$ cat src/rtl/core/ctnv_pkg.sv
`timescale 1ns / 1ps
package ctnv_pkg;

    // Scores are signed Q16.16; only ordering compares are done on them.
    localparam int SCORE_W        = 32;
    localparam int IDX_W          = 16;
    localparam int CLASS_ID_WIDTH = 16;
    localparam int KEEP_DEPTH     = 3;
    localparam int KEEP_CNT_W     = $clog2(KEEP_DEPTH + 1);
    localparam int QUEUE_DEPTH    = 2;
    localparam int QUEUE_PTR_W    = $clog2(QUEUE_DEPTH);
    localparam int QUEUE_CNT_W    = $clog2(QUEUE_DEPTH + 1);

    localparam logic [SCORE_W-1:0] CUTOFF_RESET = 32'h7FFF_FFFF;

    typedef enum logic [1:0] {
        PICK_BEST   = 2'd0,
        PICK_SECOND = 2'd1
    } pick_t;

    typedef struct packed {
        logic [IDX_W-1:0]          query_index;
        logic [IDX_W-1:0]          neighbour_index;
        logic signed [SCORE_W-1:0] distance_score;
        logic [CLASS_ID_WIDTH-1:0] neighbour_class;
        logic                      last_candidate;
    } cand_in_t;

    typedef struct packed {
        logic [IDX_W-1:0]          result_query;
        logic                      assigned;
        logic [CLASS_ID_WIDTH-1:0] chosen_class;
        logic signed [SCORE_W-1:0] chosen_score;
        logic [IDX_W-1:0]          chosen_neighbour;
    } vote_out_t;

    // Classified candidate as it sits in the queue.
    typedef struct packed {
        cand_in_t cand;
        logic     keep;
    } q_item_t;

    typedef struct packed {
        logic not_empty;
        logic full;
    } q_status_t;

    typedef struct packed {
        logic signed [SCORE_W-1:0] score;
        logic [CLASS_ID_WIDTH-1:0] cls;
        logic [IDX_W-1:0]          nb;
    } kept_t;

endpackage

$ cat src/rtl/core/ctnv_front.sv
`timescale 1ns / 1ps
module ctnv_front (
    input  logic                     aclk,
    input  logic                     aresetn,
    input  logic                     s_valid,
    output logic                     s_ready,
    input  ctnv_pkg::cand_in_t       s_data,
    input  logic                     cfg_wr_en,
    input  logic [31:0]              cfg_wr_data,
    input  ctnv_pkg::q_status_t      q_status,
    output logic                     push,
    output ctnv_pkg::q_item_t        push_item
);
    import ctnv_pkg::*;

    logic [SCORE_W-1:0] cutoff_reg;
    logic [SCORE_W-1:0] cutoff_next;

    always_comb begin
        cutoff_next = cutoff_reg;
        if (cfg_wr_en) begin
            cutoff_next = cfg_wr_data[SCORE_W-1:0];
        end
    end

    always_ff @(posedge aclk) begin
        if (!aresetn) begin
            cutoff_reg <= CUTOFF_RESET;
        end else begin
            cutoff_reg <= cutoff_next;
        end
    end

    assign s_ready = !q_status.full;
    assign push    = s_valid && s_ready;

    // Qualify: score at or below cutoff, class known.
    always_comb begin
        push_item.cand = s_data;
        push_item.keep = ($signed(s_data.distance_score) <= $signed(cutoff_reg)) &&
                         (s_data.neighbour_class != '0);
    end

endmodule

$ cat src/rtl/core/ctnv_queue.sv
`timescale 1ns / 1ps
module ctnv_queue (
    input  logic                aclk,
    input  logic                aresetn,
    input  logic                push,
    input  ctnv_pkg::q_item_t   push_item,
    input  logic                pop,
    output ctnv_pkg::q_item_t   head,
    output ctnv_pkg::q_status_t status
);
    import ctnv_pkg::*;

    q_item_t                slot_reg [QUEUE_DEPTH];
    logic [QUEUE_PTR_W-1:0] wr_ptr_reg, wr_ptr_next;
    logic [QUEUE_PTR_W-1:0] rd_ptr_reg, rd_ptr_next;
    logic [QUEUE_CNT_W-1:0] count_reg, count_next;

    always_comb begin
        wr_ptr_next = wr_ptr_reg;
        rd_ptr_next = rd_ptr_reg;
        count_next  = count_reg;
        if (push) begin
            wr_ptr_next = (wr_ptr_reg == QUEUE_PTR_W'(QUEUE_DEPTH - 1)) ? '0
                        : wr_ptr_reg + 1'b1;
        end
        if (pop) begin
            rd_ptr_next = (rd_ptr_reg == QUEUE_PTR_W'(QUEUE_DEPTH - 1)) ? '0
                        : rd_ptr_reg + 1'b1;
        end
        case ({push, pop})
            2'b10:   count_next = count_reg + 1'b1;
            2'b01:   count_next = count_reg - 1'b1;
            default: count_next = count_reg;
        endcase
    end

    always_ff @(posedge aclk) begin
        if (!aresetn) begin
            wr_ptr_reg <= '0;
            rd_ptr_reg <= '0;
            count_reg  <= '0;
        end else begin
            wr_ptr_reg <= wr_ptr_next;
            rd_ptr_reg <= rd_ptr_next;
            count_reg  <= count_next;
        end
    end

    always_ff @(posedge aclk) begin
        if (push) begin
            slot_reg[wr_ptr_reg] <= push_item;
        end
    end

    assign head             = slot_reg[rd_ptr_reg];
    assign status.not_empty = (count_reg != '0);
    assign status.full      = (count_reg == QUEUE_CNT_W'(QUEUE_DEPTH));

endmodule

$ cat src/rtl/core/ctnv_back.sv
`timescale 1ns / 1ps
module ctnv_back (
    input  logic                aclk,
    input  logic                aresetn,
    input  ctnv_pkg::q_item_t   head,
    input  ctnv_pkg::q_status_t q_status,
    output logic                pop,
    output logic                m_valid,
    input  logic                m_ready,
    output ctnv_pkg::vote_out_t m_data
);
    import ctnv_pkg::*;

    kept_t                 kept_reg [KEEP_DEPTH];
    kept_t                 kept_next [KEEP_DEPTH];
    logic [KEEP_CNT_W-1:0] cnt_reg, cnt_next;
    logic                  m_valid_reg, m_valid_next;
    vote_out_t             m_data_reg, m_data_next;

    logic [KEEP_DEPTH-1:0] ge;
    logic [KEEP_CNT_W-1:0] pos;
    logic [KEEP_CNT_W-1:0] cnt_ins;
    logic                  ins;
    kept_t                 cand_k;
    pick_t                 pick;
    vote_out_t             vote;

    // Parallel sorted insert: pos counts kept entries scoring <= candidate,
    // so equal scores keep the earlier arrival ahead.
    always_comb begin
        cand_k.score = head.cand.distance_score;
        cand_k.cls   = head.cand.neighbour_class;
        cand_k.nb    = head.cand.neighbour_index;
        pos = '0;
        for (int i = 0; i < KEEP_DEPTH; i++) begin
            ge[i] = (KEEP_CNT_W'(i) < cnt_reg) &&
                    ($signed(kept_reg[i].score) <= $signed(cand_k.score));
            pos   = pos + KEEP_CNT_W'(ge[i]);
        end
        ins = head.keep && (pos < KEEP_CNT_W'(KEEP_DEPTH));
        for (int i = 0; i < KEEP_DEPTH; i++) begin
            if (!ins || (KEEP_CNT_W'(i) < pos)) begin
                kept_next[i] = kept_reg[i];
            end else if (KEEP_CNT_W'(i) == pos) begin
                kept_next[i] = cand_k;
            end else if (i > 0) begin
                kept_next[i] = kept_reg[i-1];
            end else begin
                kept_next[i] = kept_reg[i];
            end
        end
        cnt_ins = (ins && (cnt_reg < KEEP_CNT_W'(KEEP_DEPTH))) ? cnt_reg + 1'b1 : cnt_reg;
    end

    // Vote over the list as it stands after this item.
    always_comb begin
        pick = PICK_BEST;
        if (cnt_ins == KEEP_CNT_W'(KEEP_DEPTH)) begin
            if ((kept_next[0].cls == kept_next[1].cls) ||
                (kept_next[0].cls == kept_next[2].cls)) begin
                pick = PICK_BEST;
            end else if (kept_next[1].cls == kept_next[2].cls) begin
                pick = PICK_SECOND;
            end else begin
                pick = PICK_BEST;
            end
        end
        vote.result_query = head.cand.query_index;
        if (cnt_ins == '0) begin
            vote.assigned         = 1'b0;
            vote.chosen_class     = '0;
            vote.chosen_score     = '0;
            vote.chosen_neighbour = '0;
        end else begin
            vote.assigned = 1'b1;
            case (pick)
                PICK_SECOND: begin
                    vote.chosen_class     = kept_next[1].cls;
                    vote.chosen_score     = kept_next[1].score;
                    vote.chosen_neighbour = kept_next[1].nb;
                end
                default: begin
                    vote.chosen_class     = kept_next[0].cls;
                    vote.chosen_score     = kept_next[0].score;
                    vote.chosen_neighbour = kept_next[0].nb;
                end
            endcase
        end
    end

    // A last item waits only while the result register is still occupied.
    assign pop = q_status.not_empty &&
                 (!head.cand.last_candidate || !m_valid_reg || m_ready);

    always_comb begin
        cnt_next     = cnt_reg;
        m_valid_next = m_valid_reg;
        m_data_next  = m_data_reg;
        if (m_ready) begin
            m_valid_next = 1'b0;
        end
        if (pop) begin
            cnt_next = head.cand.last_candidate ? '0 : cnt_ins;
            if (head.cand.last_candidate) begin
                m_valid_next = 1'b1;
                m_data_next  = vote;
            end
        end
    end

    always_ff @(posedge aclk) begin
        if (!aresetn) begin
            cnt_reg     <= '0;
            m_valid_reg <= 1'b0;
        end else begin
            cnt_reg     <= cnt_next;
            m_valid_reg <= m_valid_next;
        end
    end

    always_ff @(posedge aclk) begin
        m_data_reg <= m_data_next;
        if (pop) begin
            for (int i = 0; i < KEEP_DEPTH; i++) begin
                kept_reg[i] <= kept_next[i];
            end
        end
    end

    assign m_valid = m_valid_reg;
    assign m_data  = m_data_reg;

endmodule

$ cat src/rtl/core/cutoff_top3_neighbour_vote_core.sv
`timescale 1ns / 1ps
// Top-three neighbour vote (k = 3). Candidates of one query stream in one
// transfer per cycle; a candidate is kept if its signed Q16.16 score is at
// or below score_cutoff and its class is nonzero, and the three smallest
// kept scores are held in order (ties keep the earlier candidate). The
// transfer flagged last_candidate produces exactly one result transfer
// carrying the vote and clears the list; other transfers produce none.
// Sustained rate is one candidate per cycle while no last candidate waits
// on an unaccepted result, set by the combinational three-entry sorted
// insert in the back end. A last candidate taken from the queue is voted
// into the result register, which drives m_valid, once that register is
// free. A last candidate waits in the queue while an earlier result is
// still unaccepted; the two-entry queue then fills and s_ready drops.
// score_cutoff is written through cfg_wr_en/cfg_wr_data and must only
// change while the core is idle.
module cutoff_top3_neighbour_vote_core (
    input  logic                aclk,
    input  logic                aresetn,
    // candidate input
    input  logic                s_valid,
    output logic                s_ready,
    input  ctnv_pkg::cand_in_t  s_data,
    // vote result
    output logic                m_valid,
    input  logic                m_ready,
    output ctnv_pkg::vote_out_t m_data,
    // score_cutoff register write
    input  logic                cfg_wr_en,
    input  logic [31:0]         cfg_wr_data
);
    import ctnv_pkg::*;

    // front -> queue
    logic      push;
    q_item_t   push_item;
    // queue -> back
    logic      pop;
    q_item_t   head;
    q_status_t q_status;

    // Front end: holds the cutoff, qualifies each candidate on accept.
    ctnv_front u_front (
        .aclk        (aclk),
        .aresetn     (aresetn),
        .s_valid     (s_valid),
        .s_ready     (s_ready),
        .s_data      (s_data),
        .cfg_wr_en   (cfg_wr_en),
        .cfg_wr_data (cfg_wr_data),
        .q_status    (q_status),
        .push        (push),
        .push_item   (push_item)
    );

    // Two-entry queue decouples input stalls from result back-pressure.
    ctnv_queue u_queue (
        .aclk      (aclk),
        .aresetn   (aresetn),
        .push      (push),
        .push_item (push_item),
        .pop       (pop),
        .head      (head),
        .status    (q_status)
    );

    // Back end: sorted insert, vote on last, registered result.
    ctnv_back u_back (
        .aclk     (aclk),
        .aresetn  (aresetn),
        .head     (head),
        .q_status (q_status),
        .pop      (pop),
        .m_valid  (m_valid),
        .m_ready  (m_ready),
        .m_data   (m_data)
    );

endmodule

$ cat config.mk
export PLATFORM = sky130hd
export DESIGN_NAME = cutoff_top3_neighbour_vote_core
export DESIGN_NICKNAME = d
export VERILOG_FILES = /design/src/rtl/core/ctnv_pkg.sv /design/src/rtl/core/ctnv_front.sv /design/src/rtl/core/ctnv_queue.sv /design/src/rtl/core/ctnv_back.sv /design/src/rtl/core/cutoff_top3_neighbour_vote_core.sv
export SDC_FILE = /design/constraint.sdc
export NUM_CORES = 1
export LEC_CHECK = 0
export BUFFER_PORTS_ARGS = -buffer_cell sky130_fd_sc_hd__buf_2
export CAP_MARGIN = 20
export CORE_UTILIZATION = 50
export DETAILED_ROUTE_END_ITERATION = 10
export PLACE_DENSITY = 0.74
export RECOVER_POWER = 100
export SLEW_MARGIN = 20
export SYNTH_ARGS = -nofsm -noshare
export SYNTH_HDL_FRONTEND = slang
export SYNTH_SLANG_ARGS = --single-unit
export TNS_END_PERCENT = 5
$ cat constraint.sdc
create_clock -name aclk -period 10.25 [get_ports aclk]
set_input_delay 2.05 -clock aclk [delete_from_list [all_inputs] [get_ports aclk]]
set_output_delay 2.05 -clock aclk [all_outputs]
set_load 0.05 [all_outputs]
==> results.sh, run 1 <==
export IMPL_grt_pass1_wl_mm=84.1
export IMPL_combPwrFrac_pct=38.0
export IMPL_async_flop_share_pct=0
export IMPL_area_delta_synth_final_pct=12.0
export IMPL_p_sw_share_pct=39.4
export IMPL_gp_routability_congestion=0.918
export IMPL_fp_coreArea_um2=44400
export IMPL_ant_nets=0
export IMPL_routedWlPerCell_um=19.8
export IMPL_grt_antenna_before_repair=0
export IMPL_clock_skew_ns=0.0221
export IMPL_die_w_um=215
export IMPL_antenna_cells=0
export IMPL_p_switching_w=0.00321
export IMPL_synth_distinct_cells=62
export IMPL_syn_nets=2158
export IMPL_power_share_clock_pct=20.5
export IMPL_clock_tree_buffer_depth=3
export IMPL_initial_utilization_pct=50.9
export IMPL_first_pass_iters=5
export IMPL_wl_met3_mm=3.22
export IMPL_cp_start_kind="flop"
export IMPL_route_met2_wl_mm=25.9
export IMPL_post_dp_hpwl_mm=35.8
export IMPL_port_buffers=200
export IMPL_p_int_w=0.00494
export IMPL_avgSynthCellArea_um2=11.8
export IMPL_slew_headroom_pct=-183
export IMPL_nNetsFinal=2323
export IMPL_grt_pass1_vias=15500
export IMPL_drtIter0Drc=1313
export IMPL_fp_row_count=77
export IMPL_synthFlopType="edfxtp_1"
export IMPL_slew_viol_final=621
export IMPL_vias=15500
export IMPL_synth_edf_count=421
export IMPL_critPathBufInv=2
export IMPL_finalCoreUtilization_pct=57.0
export IMPL_track_usage_pct=23.0
export IMPL_num_io_pins=201
export IMPL_max_freq_mhz=115
export IMPL_hp_start="u_front.cutoff_reg[7]"
export IMPL_synth_seq_cells=461
export IMPL_synthCells=1908
export IMPL_cpLargestDelayFamily="buffers and inverters"
export IMPL_grt_start_max_net_pins=97
export IMPL_path_class="flop to flop"
export IMPL_numCtsBuffers=46
export IMPL_crit_path_max_incr_delay_ns=1.24
export IMPL_routed_top_layer="met4"
export IMPL_yosys_top_cells_area="edfxtp_1 (56%), ha_1 (7.3%), mux2i_1 (5.8%), nand2_1 (4.4%), a21oi_1 (3.6%)"
export IMPL_yosysSeqAreaShare_pct=59.5
export IMPL_end_kind="flop"
export IMPL_slowest_stage="clkbuf_1"
export IMPL_synth_area_um2=22600
export IMPL_cts_root_buf="clkbuf_16"
export IMPL_path_clk_slew_ns=0.06
export IMPL_whs_ns=0.481
export IMPL_htree_levels=2
export IMPL_cp_cell_sequence="mux2i_1, ha_1, a21o_1, a21o_1, a21oi_1, o21ai_0, a211o_1, a21oi_1, a21oi_1, a211oi_1, fa_1, clkbuf_1, and2_1, or2_1, mux2_1, xor2_1, nor4_2, nand4b_1, a311oi_4, buf_4, mux2i_1"
export IMPL_wl_met1_mm=23.4
export IMPL_run_status="finished with violations"
export IMPL_hold_viol_final=0
export IMPL_finalWirelength_mm=53.5
export IMPL_period_share_pct=84.5
export IMPL_die_h_um=215
export IMPL_seqPwrFrac_pct=41.5
export IMPL_r2r_cells=21
export IMPL_min_path_cells=2
export IMPL_via_per_inst=5.72
export IMPL_hold_buffers=0
export IMPL_die_area_um2=46100
export IMPL_arrival_ns=8.95
export IMPL_overflow=0
export IMPL_largest_reg_flops=176
export IMPL_yosysTopAreaCell="edfxtp_1"
export IMPL_rsz0062_at_grt="no"
export IMPL_yosysWarnings=0
export IMPL_postCtsSetupRepairBufs=0
export IMPL_clock_latency_ns=0.60
export IMPL_placed_area_um2=24100
export IMPL_power_leakage_nw=9.60
export IMPL_period_minus_slack_ns=8.66
export IMPL_final_cell_area_um2=25300
export IMPL_power_density_nw_per_um2=322
export IMPL_hold_path_class="flop to flop"
export IMPL_max_cap_viol_count=13
export IMPL_crit_path_frequent_cell="a21oi_1"
export IMPL_yosysTopAreaCellShare_pct=55.9
export IMPL_tns_ns=0
export IMPL_vdd_drop_max_mv=0.199
export IMPL_violations="capacitance limit, slew limit"
export IMPL_worstMarginPinSlew_ns=4.25
export IMPL_cts_num_sinks=461
export IMPL_drc_errors=0
export IMPL_cts_tree="yes"
export IMPL_path_depth=21
export IMPL_layout_drive_gt1_share_pct=7.68
export IMPL_setup_viol=0
export IMPL_cts_resized=0
export IMPL_required_ns=10.54
export IMPL_critPathMaxFanout=52
-- through the flow --
stage,power [W],worst slack [ns],instances
2_1_floorplan,0.00560,3.53,1908
3_3_place_gp,0.00635,2.64,2616
6_report,0.00815,1.59,2701
3_5_place_dp,0.00646,2.35,2616
4_1_cts,0.00815,2.32,2700
5_1_grt,0.00864,0.936,2701
-- routing by layer --
layer  global-route usage (%)  up-vias
li1                         -     7371
met1                     31.3     7482
met2                     38.6      528
met3                     3.38       71
met4                     6.43        0
met5                        0        -
-- cells in the final DEF (no fill, tap or decap), types with 46 or more instances in the layout --
cell,count
clkbuf_16,46
o21ai_0,125
nand2_1,265
buf_2,56
nor2_1,156
clkbuf_1,169
edfxtp_1,421
mux2i_1,131
ha_1,131
inv_1,54
a21oi_1,160
-- cells by family (layout without fill, tap and decap cells) --
family	after synthesis	count (layout)	share of synthesized area (%)
AND/OR/NAND/NOR	530	530	10.0
flip-flops	461	461	59.5
AO/OA/AOI/OAI	446	446	11.9
buffers and inverters	157	358	3.21
multiplexers	152	152	6.88
adder cells (fa/ha/maj)	132	132	7.34
XOR/XNOR	30	30	1.16
-- Yosys cell counts (14+ instances only) --
library cell and instances:
edfxtp_1 421, nand2_1 266, a21oi_1 162, nor2_1 156
ha_1 131, mux2i_1 131, o21ai_0 125, clkbuf_1 71
inv_1 54, a21o_1 44, dfxtp_1 40, o211ai_1 38
nand4_1 23, mux2_2 19, xor2_1 17, o21a_1 16
nor2b_1 14
-- path summary, 6_finish.rpt --
| path | end | slack [ns] |
|---|---|---|
| worst min register to register | u_front.cutoff_reg[7] | 0.48 |
| worst max register to register | u_back.m_data[22] | 1.59 |
| worst min-delay path | u_front.cutoff_reg[7] | 0.48 |
| worst max-delay path | u_back.m_data[22] | 1.59 |
-- worst register-to-register path, stage by stage (launching register included) --
cell and delay, ns:
dfxtp_4 1.02, mux2i_1 0.54, ha_1 0.35, a21o_1 0.17
a21o_1 0.17, a21oi_1 0.16, o21ai_0 0.12, a211o_1 0.30
a21oi_1 0.24, a21oi_1 0.12, a211oi_1 0.30, fa_1 0.22
clkbuf_1 1.24, and2_1 0.73, or2_1 0.37, mux2_1 0.41
xor2_1 0.17, nor4_2 0.31, nand4b_1 0.20, a311oi_4 0.31
buf_4 0.72, mux2i_1 0.21
-- power by group through the flow --
stage,Combinational [W],Sequential [W],Clock [W]
2_1_floorplan,0.00196,0.00364,0
3_3_place_gp,0.00299,0.00335,0
3_5_place_dp,0.00309,0.00337,0
4_1_cts,0.00312,0.00334,0.00169
5_1_grt,0.00342,0.00345,0.00176
6_report,0.00309,0.00338,0.00167
-- layout make-up --
class,count,area (um^2)
sequential,461,13400
multi-input combinational,1290,8480
inverter,54,203
tap,592,741
timing repair buffer,220,953
fill,3687,19100
clock buffer,63,1230
clock inverter,21,246
(Power assumes the default switching activity.)
==> run 2: changes to the inputs <==
--- a/config.mk
+++ b/config.mk
@@ -9,7 +9,7 @@
 export CAP_MARGIN = 20
 export CORE_UTILIZATION = 50
 export DETAILED_ROUTE_END_ITERATION = 10
-export PLACE_DENSITY = 0.74
+export PLACE_DENSITY = 0.76
 export RECOVER_POWER = 100
 export SLEW_MARGIN = 20
 export SYNTH_ARGS = -nofsm -noshare
==> constraint.sdc (replaced) <==
create_clock -name aclk -period 7.1 [get_ports aclk]
set_input_delay 1.42 -clock aclk [delete_from_list [all_inputs] [get_ports aclk]]
set_output_delay 1.42 -clock aclk [all_outputs]
set_load 0.05 [all_outputs]
==> run 2 against run 1 <==
Effect of this change: the run still ends with capacitance limit, slew limit left; utilization increased by 0.65 points; total power increased by 46%; count of clock-buffer cells in the layout decreased by 5; via count increased by 1.4%; combinational power increased by 48%; sequential share of layout area decreased by 0.60 points; worst hold slack improved by 0.00092 ns; die area unchanged; global-route usage increased by 0.16 points; critical path type unchanged; highest routed layer unchanged.
==> results.sh, run 2 (synthesis results as in run 1) <==
export IMPL_power_leakage_nw=9.77
export IMPL_hold_viol_final=0
export IMPL_track_usage_pct=23.2
export IMPL_port_buffers=200
export IMPL_grt_pass1_vias=15400
export IMPL_violations="capacitance limit, slew limit"
export IMPL_dp_slack_ns=0.207
export IMPL_arrival_ns=7.26
export IMPL_initial_utilization_pct=50.9
export IMPL_final_cell_area_um2=25600
export IMPL_cp_start_kind="flop"
export IMPL_run_status="finished with violations"
export IMPL_post_dp_hpwl_mm=36.8
export IMPL_fp_coreArea_um2=44400
export IMPL_period_share_pct=96.0
export IMPL_clock_skew_ns=0.0358
export IMPL_required_ns=7.54
export IMPL_largest_reg_flops=176
export IMPL_grt_antenna_before_repair=0
export IMPL_finalWirelength_mm=54.1
export IMPL_met3_usage_pct=4.43
export IMPL_grt_start_max_net_pins=97
export IMPL_rsz0062_at_grt="no"
export IMPL_gp_routability_congestion=0.930
export IMPL_grt_pass1_wl_mm=84.5
export IMPL_cts_tree="yes"
export IMPL_drc_errors=0
export IMPL_path_class="flop to flop"
export IMPL_die_h_um=215
export IMPL_met1_usage_pct=32.0
export IMPL_drtIter0Drc=1310
export IMPL_fp_row_count=77
export IMPL_die_area_um2=46100
export IMPL_slew_headroom_pct=-112
export IMPL_tns_ns=0
export IMPL_layout_drive_gt1_share_pct=8.98
export IMPL_setup_viol=0
export IMPL_die_w_um=215
export IMPL_worstMarginPinSlew_ns=3.17
export IMPL_mostFrequentLayoutCell="edfxtp_1"
export IMPL_hold_buffers=0
export IMPL_critPathMaxFanout=28
export IMPL_cts_num_sinks=461
export IMPL_area_delta_synth_final_pct=13.3
export IMPL_nFillCells=3622
export IMPL_via_per_inst=5.74
export IMPL_routedWlPerCell_um=19.8
export IMPL_hold_path_class="flop to flop"
export IMPL_ant_nets=0
export IMPL_vdd_drop_max_mv=0.345
export IMPL_end_kind="flop"
export IMPL_vias=15700
export IMPL_antenna_cells=0
export IMPL_top_usage_layer="met2"
export IMPL_first_pass_iters=5
export IMPL_num_io_pins=201
export IMPL_nNetsFinal=2352
export IMPL_power_density_nw_per_um2=464
export IMPL_placed_area_um2=24300
export IMPL_clock_tree_buffer_depth=3
export IMPL_slew_viol_final=414
export IMPL_period_minus_slack_ns=6.82
export IMPL_numCtsBuffers=46
export IMPL_max_freq_mhz=147
export IMPL_path_clk_slew_ns=0.06
export IMPL_cts_root_buf="clkbuf_16"
export IMPL_max_cap_viol_count=12
export IMPL_htree_levels=2
export IMPL_worst_slack_ns=0.283
export IMPL_overflow=0
export IMPL_clock_latency_ns=0.60
export IMPL_most_common_layout_cells="edfxtp_1 (421), nand2_1 (265), clkbuf_1 (163)"
export IMPL_met2_usage_pct=37.5
[run 2: cell count changes in the layout (fill, tap and decap cells not counted), moves of 2 or more]
cell,previous run,this run
nand2b_1,3,5
clkinvlp_4,0,2
clkbuf_1,169,163
mux2i_2,0,2
buf_6,0,3
clkbuf_2,0,4
and2_0,0,3
and2_1,10,7
clkbuf_8,2,4
buf_12,0,3
buf_2,56,53
buf_4,9,30
[run 2: timing repair]
item | 4_1_cts | 5_1_grt
buffers inserted | 0 | 3
setup endpoints to repair | 0 | 64
gates resized for setup | 0 | 1
[run 2: power by group]
| part | switching [W] | leakage, nW | total, W | internal [W] |
|---|---|---|---|---|
| registers | 0.000513 | 4.32 | 0.00483 | 0.00431 |
| logic | 0.00310 | 4.70 | 0.00456 | 0.00146 |
| clock network | 0.00107 | 0.753 | 0.00250 | 0.00143 |
| total | 0.00468 | 9.77 | 0.0119 | 0.00721 |
[run 2: worst paths after layout]
kind | start | to | slack [ns] | cells after the start
setup / recovery | flop | u_back.m_data[29] | 0.28 | 21
hold / removal | u_front.cutoff_reg[29] | u_front.cutoff_reg[29] | 0.48 | 2
setup reg to reg | flop | u_back.m_data[29] | 0.28 | 21
hold reg to reg | u_front.cutoff_reg[29] | u_front.cutoff_reg[29] | 0.48 | 2
[run 2: layout make-up]
type	count	area, um^2	area share [%]
flip-flops and latches	461	13400	52.5
multi-input cells	1290	8470	33.1
clock buffers	58	1240	4.83
repair buffers	249	1190	4.65
well taps	592	741	2.89
clock inverters	25	317	1.24
inverters	54	203	0.792
[run 2: per-layer routing]
layer,routed length (um),vias up
li1,-,7438
met1,23600,7619
met2,25600,535
met3,3630,83
met4,1200,0
met5,0,-
[run 2: stage by stage]
| step | instances | utilization, % | hold WS [ns] | total power (W) |
|---|---|---|---|---|
| 2_1_floorplan | 1908 | - | 0.446 | 0.00808 |
| 3_3_place_gp | 2641 | 54.7 | 0.472 | 0.00923 |
| 3_5_place_dp | 2641 | 54.7 | 0.475 | 0.00938 |
| 4_1_cts | 2724 | 58.2 | 0.487 | 0.0119 |
| 5_1_grt | 2729 | 57.6 | 0.506 | 0.0126 |
| 6_report | 2729 | 57.6 | 0.482 | 0.0119 |
[run 2: worst max-delay path, cell delays in order (launching register included)]
cell	delay, ns
dfxtp_4	0.60
buf_4	0.23
mux2i_1	0.47
ha_1	0.22
nand3_1	0.10
or3_1	0.36
nor4_1	0.48
o21ai_0	0.18
and4b_1	0.23
o31a_1	0.30
fa_1	0.64
buf_12	0.21
nor2_1	0.06
a2111oi_0	0.67
a211o_1	0.18
nand4_1	0.16
nor4_1	0.33
nand4b_1	0.20
a311oi_4	0.28
buf_4	0.17
buf_6	0.29
mux2i_1	0.24
